File: config.mk
export PLATFORM = sky130hd
export DESIGN_NAME = dual_thread_priority_task_stepper_core
export DESIGN_NICKNAME = d
export VERILOG_FILES = /design/src/design/dtps_pkg.sv /design/src/design/dtps_front.sv /design/src/design/dtps_table.sv /design/src/design/dtps_back.sv /design/src/design/dual_thread_priority_task_stepper_core.sv
export SDC_FILE = /design/constraint.sdc
export NUM_CORES = 2
export LEC_CHECK = 0
export BUFFER_PORTS_ARGS = -buffer_cell sky130_fd_sc_hd__buf_2
export CAP_MARGIN = 20
export CELL_PAD_IN_SITES_DETAIL_PLACEMENT = 0
export CELL_PAD_IN_SITES_GLOBAL_PLACEMENT = 1
export CORE_MARGIN = 10
export CORE_UTILIZATION = 57
export CTS_CLUSTER_DIAMETER = 100
export DETAILED_ROUTE_END_ITERATION = 7
export PLACE_DENSITY = 0.95
export SYNTH_ARGS = -nofsm -noshare
export SYNTH_HDL_FRONTEND = slang
export SYNTH_SLANG_ARGS = --single-unit
File: constraint.sdc
create_clock -name clk_i -period 20.9 [get_ports clk_i]
set_input_delay 2.09 -clock clk_i [delete_from_list [all_inputs] [get_ports clk_i]]
set_output_delay 2.09 -clock clk_i [all_outputs]
set_load 0.01 [all_outputs]
File: src/design/dtps_pkg.sv
// Shared types and constants of the two-context priority task stepper.
package dtps_pkg;

  localparam int unsigned ValueW    = 16;
  localparam int unsigned PriW      = 8;
  localparam int unsigned StepW     = 8;
  localparam int unsigned SquareW   = 31;
  localparam int unsigned QueueDepth = 2;

  // Result codes of the kind field.
  typedef enum logic [1:0] {
    KIND_ADD_OK   = 2'd0,
    KIND_ADD_FULL = 2'd1,
    KIND_STEP     = 2'd2,
    KIND_FINISH   = 2'd3
  } kind_e;

  // Request codes of the req_type field.
  typedef enum logic {
    REQ_ADD   = 1'b0,
    REQ_ROUND = 1'b1
  } req_e;

  // Commands that the sequencer gives to one context table.
  typedef enum logic [1:0] {
    TBL_NONE   = 2'd0,
    TBL_APPEND = 2'd1,
    TBL_STEP   = 2'd2,
    TBL_REMOVE = 2'd3
  } tbl_op_e;

  // Classified request held in the queue between front and back.
  typedef struct packed {
    req_e                     req;
    logic                     ctx;
    logic signed [ValueW-1:0] value;
    logic [PriW-1:0]          pri;
    logic [StepW-1:0]         steps;
  } cmd_t;

  // Write side of a context table.
  typedef struct packed {
    tbl_op_e                  op;
    logic signed [ValueW-1:0] value;
    logic [PriW-1:0]          pri;
    logic [StepW-1:0]         steps;
    logic [StepW-1:0]         prog;
  } tbl_wr_t;

  // Read side of a context table: one entry at the addressed slot.
  typedef struct packed {
    logic signed [ValueW-1:0] value;
    logic [PriW-1:0]          pri;
    logic [StepW-1:0]         total;
    logic [StepW-1:0]         prog;
  } tbl_rd_t;

endpackage

File: src/design/dtps_front.sv
// Front end: accepts request transfers, classifies them and queues them for the back end.
module dtps_front (
  input  logic                         clk_i,
  input  logic                         rst_ni,
  input  logic                         in_valid_i,
  output logic                         in_ready_o,
  input  logic                         req_type_i,
  input  logic                         thread_select_i,
  input  logic signed [15:0]           task_value_i,
  input  logic [7:0]                   task_priority_i,
  input  logic [7:0]                   task_steps_i,
  output logic                         cmd_valid_o,
  output dtps_pkg::cmd_t               cmd_o,
  input  logic                         cmd_pop_i
);
  import dtps_pkg::*;

  localparam int unsigned PtrW = $clog2(QueueDepth);
  localparam int unsigned CntW = $clog2(QueueDepth + 1);

  cmd_t            mem_q [QueueDepth];
  logic [PtrW-1:0] wr_ptr_q, rd_ptr_q;
  logic [CntW-1:0] cnt_q;
  logic            push, pop;
  cmd_t            cmd_in;

  always_comb begin
    cmd_in.req   = req_e'(req_type_i);
    cmd_in.ctx   = thread_select_i;
    cmd_in.value = task_value_i;
    cmd_in.pri   = task_priority_i;
    cmd_in.steps = task_steps_i;
  end

  assign in_ready_o  = (cnt_q != CntW'(QueueDepth));
  assign push        = in_valid_i && in_ready_o;
  assign cmd_valid_o = (cnt_q != '0);
  assign pop         = cmd_pop_i && cmd_valid_o;
  assign cmd_o       = mem_q[rd_ptr_q];

  always_ff @(posedge clk_i or negedge rst_ni) begin
    if (!rst_ni) begin
      wr_ptr_q <= '0;
      rd_ptr_q <= '0;
      cnt_q    <= '0;
    end else begin
      if (push) wr_ptr_q <= PtrW'((32'(wr_ptr_q) + 1) % QueueDepth);
      if (pop)  rd_ptr_q <= PtrW'((32'(rd_ptr_q) + 1) % QueueDepth);
      if (push && !pop) cnt_q <= cnt_q + CntW'(1);
      else if (pop && !push) cnt_q <= cnt_q - CntW'(1);
    end
  end

  always_ff @(posedge clk_i) begin
    if (push) mem_q[wr_ptr_q] <= cmd_in;
  end

endmodule

File: src/design/dtps_table.sv
// One context's age-ordered task table with append, step and compacting removal.
module dtps_table #(
  parameter int unsigned N    = 8,
  parameter int unsigned IdxW = (N > 1) ? $clog2(N) : 1,
  parameter int unsigned CntW = $clog2(N + 1)
) (
  input  logic                  clk_i,
  input  logic                  rst_ni,
  input  dtps_pkg::tbl_wr_t     wr_i,
  input  logic [IdxW-1:0]       idx_i,
  output logic [CntW-1:0]       cnt_o,
  output dtps_pkg::tbl_rd_t     rd_o
);
  import dtps_pkg::*;

  logic signed [ValueW-1:0] value_q [N];
  logic [PriW-1:0]          pri_q   [N];
  logic [StepW-1:0]         total_q [N];
  logic [StepW-1:0]         prog_q  [N];
  logic [CntW-1:0]          cnt_q;

  assign cnt_o       = cnt_q;
  assign rd_o.value  = value_q[idx_i];
  assign rd_o.pri    = pri_q[idx_i];
  assign rd_o.total  = total_q[idx_i];
  assign rd_o.prog   = prog_q[idx_i];

  always_ff @(posedge clk_i or negedge rst_ni) begin
    if (!rst_ni) begin
      cnt_q <= '0;
    end else begin
      unique case (wr_i.op)
        TBL_APPEND: cnt_q <= cnt_q + CntW'(1);
        TBL_REMOVE: cnt_q <= cnt_q - CntW'(1);
        TBL_STEP, TBL_NONE: cnt_q <= cnt_q;
        default: cnt_q <= cnt_q;
      endcase
    end
  end

  // Entries are packed from slot 0 (oldest); a removal pulls younger entries down.
  always_ff @(posedge clk_i) begin
    for (int i = 0; i < N; i++) begin
      unique case (wr_i.op)
        TBL_APPEND: begin
          if (CntW'(i) == cnt_q) begin
            value_q[i] <= wr_i.value;
            pri_q[i]   <= wr_i.pri;
            total_q[i] <= wr_i.steps;
            prog_q[i]  <= '0;
          end
        end
        TBL_STEP: begin
          if (IdxW'(i) == idx_i) prog_q[i] <= wr_i.prog;
        end
        TBL_REMOVE: begin
          if ((i + 1 < N) && (i >= int'(idx_i))) begin
            value_q[i] <= value_q[(i + 1) % N];
            pri_q[i]   <= pri_q[(i + 1) % N];
            total_q[i] <= total_q[(i + 1) % N];
            prog_q[i]  <= prog_q[(i + 1) % N];
          end
        end
        TBL_NONE: ;
        default: ;
      endcase
    end
  end

endmodule

File: src/design/dtps_back.sv
// Back end: sequencer that runs adds and rounds on the tables and drives the result register.
module dtps_back #(
  parameter int unsigned N    = 8,
  parameter int unsigned IdxW = (N > 1) ? $clog2(N) : 1,
  parameter int unsigned CntW = $clog2(N + 1)
) (
  input  logic                   clk_i,
  input  logic                   rst_ni,
  input  logic                   cmd_valid_i,
  input  dtps_pkg::cmd_t         cmd_i,
  output logic                   cmd_pop_o,
  output dtps_pkg::tbl_wr_t      wr_o [2],
  output logic [IdxW-1:0]        idx_o,
  input  logic [CntW-1:0]        cnt_i [2],
  input  dtps_pkg::tbl_rd_t      rd_i [2],
  output logic                   out_valid_o,
  input  logic                   out_ready_i,
  output logic [1:0]             kind_o,
  output logic                   thread_o,
  output logic signed [15:0]     out_value_o,
  output logic [7:0]             out_priority_o,
  output logic [7:0]             step_done_o,
  output logic [7:0]             total_steps_o,
  output logic [30:0]            square_result_o,
  output logic                   last_o
);
  import dtps_pkg::*;

  typedef enum logic [5:0] {
    S_IDLE = 6'b000001,
    S_ADD  = 6'b000010,
    S_PICK = 6'b000100,
    S_SCAN = 6'b001000,
    S_STEP = 6'b010000,
    S_EMIT = 6'b100000
  } state_e;

  state_e                state_q, state_d;
  cmd_t                  cmd_q;
  logic                  ctx_q, ctx_d;
  logic [CntW-1:0]       scan_q, scan_d;
  logic [IdxW-1:0]       best_q, best_d;
  logic [PriW-1:0]       best_pri_q, best_pri_d;

  tbl_rd_t               rec_q;
  logic [StepW-1:0]      done_q;
  logic                  fin_q;
  logic [SquareW-1:0]    sq_q;

  logic                  out_valid_q;
  kind_e                 kind_q;
  logic                  thread_q, last_q;
  logic signed [ValueW-1:0] value_q;
  logic [PriW-1:0]       pri_q;
  logic [StepW-1:0]      step_done_q, total_q;
  logic [SquareW-1:0]    square_q;

  logic                  out_free, load;
  tbl_rd_t               rd;
  logic [CntW-1:0]       cnt;
  logic                  full;
  logic [StepW-1:0]      done;
  logic                  fin;
  logic [ValueW-1:0]     mag;
  logic [2*ValueW-1:0]   prod;

  assign out_free = !out_valid_q || out_ready_i;
  assign rd       = rd_i[ctx_q];
  assign cnt      = cnt_i[ctx_q];
  assign full     = (cnt_i[cmd_q.ctx] == CntW'(N));
  assign done     = rd.prog + StepW'(1);
  assign fin      = (done >= rd.total);
  assign mag      = rd.value[ValueW-1] ? ValueW'(-rd.value) : ValueW'(rd.value);
  assign prod     = mag * mag;

  assign cmd_pop_o = (state_q == S_IDLE) && cmd_valid_i;
  assign load      = out_free && ((state_q == S_ADD) || (state_q == S_EMIT));

  always_comb begin
    state_d    = state_q;
    ctx_d      = ctx_q;
    scan_d     = scan_q;
    best_d     = best_q;
    best_pri_d = best_pri_q;
    idx_o      = '0;
    for (int c = 0; c < 2; c++) begin
      wr_o[c].op    = TBL_NONE;
      wr_o[c].value = cmd_q.value;
      wr_o[c].pri   = cmd_q.pri;
      wr_o[c].steps = cmd_q.steps;
      wr_o[c].prog  = done;
    end
    unique case (state_q)
      S_IDLE: begin
        if (cmd_valid_i) begin
          ctx_d   = 1'b0;
          state_d = (cmd_i.req == REQ_ADD) ? S_ADD : S_PICK;
        end
      end
      S_ADD: begin
        if (out_free) begin
          if (!full) wr_o[cmd_q.ctx].op = TBL_APPEND;
          state_d = S_IDLE;
        end
      end
      S_PICK: begin
        idx_o = '0;
        if (cnt == '0) begin
          if (ctx_q) state_d = S_IDLE;
          else       ctx_d   = 1'b1;
        end else begin
          best_d     = '0;
          best_pri_d = rd.pri;
          scan_d     = CntW'(1);
          state_d    = S_SCAN;
        end
      end
      S_SCAN: begin
        idx_o = scan_q[IdxW-1:0];
        if (scan_q < cnt) begin
          if (rd.pri > best_pri_q) begin
            best_d     = scan_q[IdxW-1:0];
            best_pri_d = rd.pri;
          end
          scan_d = scan_q + CntW'(1);
        end else begin
          state_d = S_STEP;
        end
      end
      S_STEP: begin
        idx_o            = best_q;
        wr_o[ctx_q].op   = fin ? TBL_REMOVE : TBL_STEP;
        state_d          = S_EMIT;
      end
      S_EMIT: begin
        if (out_free) begin
          if (ctx_q) begin
            state_d = S_IDLE;
          end else begin
            ctx_d   = 1'b1;
            state_d = S_PICK;
          end
        end
      end
      default: state_d = S_IDLE;
    endcase
  end

  always_ff @(posedge clk_i or negedge rst_ni) begin
    if (!rst_ni) begin
      state_q     <= S_IDLE;
      out_valid_q <= 1'b0;
    end else begin
      state_q <= state_d;
      if (load)             out_valid_q <= 1'b1;
      else if (out_ready_i) out_valid_q <= 1'b0;
    end
  end

  always_ff @(posedge clk_i) begin
    ctx_q      <= ctx_d;
    scan_q     <= scan_d;
    best_q     <= best_d;
    best_pri_q <= best_pri_d;
    if (cmd_pop_o) cmd_q <= cmd_i;
    if (state_q == S_STEP) begin
      rec_q  <= rd;
      done_q <= done;
      fin_q  <= fin;
      sq_q   <= fin ? prod[SquareW-1:0] : '0;
    end
    if (load) begin
      if (state_q == S_ADD) begin
        kind_q      <= full ? KIND_ADD_FULL : KIND_ADD_OK;
        thread_q    <= cmd_q.ctx;
        value_q     <= cmd_q.value;
        pri_q       <= cmd_q.pri;
        step_done_q <= '0;
        total_q     <= cmd_q.steps;
        square_q    <= '0;
        last_q      <= 1'b1;
      end else begin
        kind_q      <= fin_q ? KIND_FINISH : KIND_STEP;
        thread_q    <= ctx_q;
        value_q     <= rec_q.value;
        pri_q       <= rec_q.pri;
        step_done_q <= done_q;
        total_q     <= rec_q.total;
        square_q    <= sq_q;
        // Context 1 never changes while context 0 is served.
        last_q      <= ctx_q || (cnt_i[1] == '0);
      end
    end
  end

  assign out_valid_o     = out_valid_q;
  assign kind_o          = kind_q;
  assign thread_o        = thread_q;
  assign out_value_o     = value_q;
  assign out_priority_o  = pri_q;
  assign step_done_o     = step_done_q;
  assign total_steps_o   = total_q;
  assign square_result_o = square_q;
  assign last_o          = last_q;

endmodule

File: src/design/dual_thread_priority_task_stepper_core.sv
// Two-context priority task stepper core. The back end handles one request at a time: an add
// appends to its context's table unless full and loads the result register; a round serves
// each context that holds tasks in turn with the one-entry-per-cycle priority scan, steps the
// chosen task and emits its result. Up to two requests wait in the front queue.
// Reset (rst_ni, asynchronous, active low) empties both tables, the queue and the result reg.
module dual_thread_priority_task_stepper_core #(
  parameter int unsigned TASKS_PER_CONTEXT = 8
) (
  input  logic               clk_i,
  input  logic               rst_ni,
  input  logic               in_valid_i,
  output logic               in_ready_o,
  input  logic               req_type_i,
  input  logic               thread_select_i,
  input  logic signed [15:0] task_value_i,
  input  logic [7:0]         task_priority_i,
  input  logic [7:0]         task_steps_i,
  output logic               out_valid_o,
  input  logic               out_ready_i,
  output logic [1:0]         kind_o,
  output logic               thread_o,
  output logic signed [15:0] out_value_o,
  output logic [7:0]         out_priority_o,
  output logic [7:0]         step_done_o,
  output logic [7:0]         total_steps_o,
  output logic [30:0]        square_result_o,
  output logic               last_o
);
  import dtps_pkg::*;

  // Slot index and fill-count widths of one context table.
  localparam int unsigned IdxW = (TASKS_PER_CONTEXT > 1) ? $clog2(TASKS_PER_CONTEXT) : 1;
  localparam int unsigned CntW = $clog2(TASKS_PER_CONTEXT + 1);

  logic            cmd_valid, cmd_pop;
  cmd_t            cmd;
  tbl_wr_t         tbl_wr  [2];
  tbl_rd_t         tbl_rd  [2];
  logic [CntW-1:0] tbl_cnt [2];
  logic [IdxW-1:0] tbl_idx;

  // The front end takes request transfers whenever its queue has room, so the
  // upstream side never waits on a round in progress unless the queue is full.
  dtps_front u_front (
    .clk_i           (clk_i),
    .rst_ni          (rst_ni),
    .in_valid_i      (in_valid_i),
    .in_ready_o      (in_ready_o),
    .req_type_i      (req_type_i),
    .thread_select_i (thread_select_i),
    .task_value_i    (task_value_i),
    .task_priority_i (task_priority_i),
    .task_steps_i    (task_steps_i),
    .cmd_valid_o     (cmd_valid),
    .cmd_o           (cmd),
    .cmd_pop_i       (cmd_pop)
  );

  // One table per context; both share the slot address driven by the sequencer,
  // which reads entries only from the table of the context it is serving.
  dtps_table #(
    .N    (TASKS_PER_CONTEXT),
    .IdxW (IdxW),
    .CntW (CntW)
  ) u_table0 (
    .clk_i  (clk_i),
    .rst_ni (rst_ni),
    .wr_i   (tbl_wr[0]),
    .idx_i  (tbl_idx),
    .cnt_o  (tbl_cnt[0]),
    .rd_o   (tbl_rd[0])
  );

  dtps_table #(
    .N    (TASKS_PER_CONTEXT),
    .IdxW (IdxW),
    .CntW (CntW)
  ) u_table1 (
    .clk_i  (clk_i),
    .rst_ni (rst_ni),
    .wr_i   (tbl_wr[1]),
    .idx_i  (tbl_idx),
    .cnt_o  (tbl_cnt[1]),
    .rd_o   (tbl_rd[1])
  );

  // The back end serves context 0 then context 1 on a round, scanning for the
  // oldest highest-priority task, stepping it, and handing each result to the
  // output register as soon as the downstream side has taken the previous one.
  dtps_back #(
    .N    (TASKS_PER_CONTEXT),
    .IdxW (IdxW),
    .CntW (CntW)
  ) u_back (
    .clk_i           (clk_i),
    .rst_ni          (rst_ni),
    .cmd_valid_i     (cmd_valid),
    .cmd_i           (cmd),
    .cmd_pop_o       (cmd_pop),
    .wr_o            (tbl_wr),
    .idx_o           (tbl_idx),
    .cnt_i           (tbl_cnt),
    .rd_i            (tbl_rd),
    .out_valid_o     (out_valid_o),
    .out_ready_i     (out_ready_i),
    .kind_o          (kind_o),
    .thread_o        (thread_o),
    .out_value_o     (out_value_o),
    .out_priority_o  (out_priority_o),
    .step_done_o     (step_done_o),
    .total_steps_o   (total_steps_o),
    .square_result_o (square_result_o),
    .last_o          (last_o)
  );

endmodule

==> results.cfg <==
[synth]
synth_edf_count = 902
ys_ff_latch = 921
syn_area_um2 = 49800
async_flop_share = 0.0206
ys.flop_type = edfxtp_1
synthCells = 3851
syn-mean-instance-area_um2 = 12.9
ys_warn_count = 0
ys_types = 84
seq_area_frac_synth = 0.553

[setup_path]
cpMaxStageDelayCell = and4_1
crit_arrival_ns = 11.90
crit_top_cell = fa_1
startpoint_type = register
r2r_cells = 35
critPathCaptureType = register
cp_max_fo = 24
r2r-end = u_back.sq_q[30]$_SDFFCE_PP0N_
max_stage_delay_ns = 0.96
reg2reg_slack_ns = 9.37
r2r-start = u_back.state_q[2]$_DFFE_PN0P_
critical_path_class = register to register
startpoint = u_back.state_q[2]$_DFFE_PN0P_
crit_required_ns = 21.27

[clock_network]
cts_sinks = 921
clkTransAtPathRegs_ns = 0.06
numCtsBuffers = 94
post-cts-setup-buffers = 0
clk_path_buf_depth = 3
hold_buffers = 0
tritoncts = built
cts-root-buf = clkbuf_16
clkLatencyLatePin_ns = 0.71
htreeDepth = 3
cts_resized = 0

[timing]
finalCriticalPeriod_ns = 11.53
fin_tns_setup_ns = 0
hold_violations = 0
setup_viol = 0
finClkSkew_ns = 0.0875
rsz0062_at_grt = false
max_freq_mhz = 86.7
tightest_slew_ns = 1.17
max_slew_margin = 0.222
drv_slew = 0
min_period_over_period = 0.552

[final_layout]
utilization = 0.629
diodes = 0
finalNetCount = 4196
mostFrequentLayoutCells = edfxtp_1 (902), mux2_2 (484), nand2_1 (322), inv_1 (264), o21ai_0 (241)
stdcell_area_um2 = 54500
final_common_cell = edfxtp_1
layout-drive-gt1-share = 0.222
area_growth_pct = 9.47

[routing]
dr.pass1.iters = 7
wl_per_cell_um = 26.7
drcViolationCount = 0
routed_wl_um = 136000
drtIter0Drc = 4751
final_antenna_net_count = 0
vias = 33600
vias_per_cell = 6.59

[global_route]
track_usage = 0.271
antenna_found_initial = 1
grt_pass1_vias = 33800
grt_pass1_wl_um = 205000
overflow = 0
grt_start_max_net_pins = 95

[place]
io_buffer_count = 113
hpwl_um = 82000
dpl_cell_area_um2 = 51600
gp_routability_congestion = 0.906

[hold_path]
hold_path_end = u_back.step_done_o[5]$_SDFFCE_PP0P_
min_path_type = register to register
min_from = u_back.done_q[5]$_DFFE_PN_
hold_path_depth = 1

[flow_run]
maxCapViolations = 0

[floorplan]
rows = 108
die_x_um = 316
die_h_um = 316
io_pins = 115
core_area_um2 = 86800
dieArea_um2 = 99600
initial_utilization = 0.574

[run_status]
run_status = completed
## cell usage after synthesis (35+ instances only)
master,count,share of area
and2_1,82,0.010
clkbuf_1,212,0.016
nand3_1,104,0.010
mux2i_1,101,0.020
nand2_1,331,0.025
a221oi_1,110,0.019
mux2_2,484,0.11
edfxtp_1,902,0.54
nor3_1,35,0.0035
fa_1,163,0.065
xnor2_1,37,0.0065
nor2_1,129,0.0097
buf_2,38,0.0038
a21oi_1,64,0.0064
o21ai_0,241,0.024
inv_1,265,0.020
ha_1,126,0.032
## critical path, delay by kind of cell (launching register included)
family,cells,cell delay [ns]
and+or+nand+nor,11,3.87
adders and majority gates,8,3.26
AOI/OAI and AO/OA,10,2.61
xor gates and xnor gates,1,0.73
DFF,1,0.47
buffers and inverters,5,0.28
## area by class of cell
cell class / instances / area (um2)
multi-input combinational: 2389 / 20300
clock inverter: 50 / 478
tap: 1155 / 1450
clock buffer: 121 / 2450
sequential: 921 / 27600
timing repair buffer: 193 / 1240
fill: 6439 / 32200
inverter: 270 / 1020
## cells by family (layout without fill, tap and decap cells)
group | count (synthesis) | count (layout) | synth area share
and+or+nand+nor | 773 | 773 | 0.0720
xor gates and xnor gates | 62 | 62 | 0.0114
other | 2 | 12 | 0.000151
AOI/OAI and AO/OA | 667 | 667 | 0.0927
buffers and inverters | 551 | 634 | 0.0433
DFF | 921 | 921 | 0.553
muxes | 586 | 586 | 0.130
adders and majority gates | 289 | 289 | 0.0971
## registers in the layout (all words and copies together) (netlist names), 30 cells and up
name	flops
u_table0.pri_q	64
u_table0.prog_q	64
u_back.sq_q	30
u_table1.value_q	128
u_front.mem_q	68
u_table1.prog_q	64
u_back.rec_q	32
u_back.cmd_q	33
u_back.square_result_o	30
u_table1.pri_q	64
u_table1.total_q	64
u_table0.total_q	64
u_table0.value_q	128
## routing by layer
layer | share of wire | global-route usage | wire length [um]
met5 | 0.00012 | 0 | 16
met4 | 0.050 | 0.130 | 6810
met3 | 0.13 | 0.0612 | 17600
met2 | 0.45 | 0.418 | 61700
met1 | 0.37 | 0.361 | 50300
## worst max-delay path by stage
| stage | slack, ns | to | cells after the start |
|---|---|---|---|
| after floorplan | 10.63 | u_back.sq_q[30]$_SDFFCE_PP0N_ | 38 |
| after global placement | 9.95 | u_back.sq_q[30]$_SDFFCE_PP0N_ | 35 |
| after detailed placement | 9.62 | u_back.sq_q[30]$_SDFFCE_PP0N_ | 35 |
| after CTS | 9.54 | u_back.sq_q[30]$_SDFFCE_PP0N_ | 35 |
| after global routing | 8.54 | u_back.sq_q[30]$_SDFFCE_PP0N_ | 35 |
| final | 9.37 | u_back.sq_q[30]$_SDFFCE_PP0N_ | 35 |
## metrics by stage
step | setup slack, ns | instances | hold WS (ns)
global route | 8.54 | 5099 | 0.530
global placement | 9.95 | 4923 | 0.500
floorplan | 10.63 | 3861 | 0.461
detailed placement | 9.62 | 4926 | 0.503
finish | 9.37 | 5099 | 0.517
CTS | 9.54 | 5097 | 0.518
Power is not shown: default switching activity piles up to over one toggle a cycle in this logic, so the estimate is an artifact.
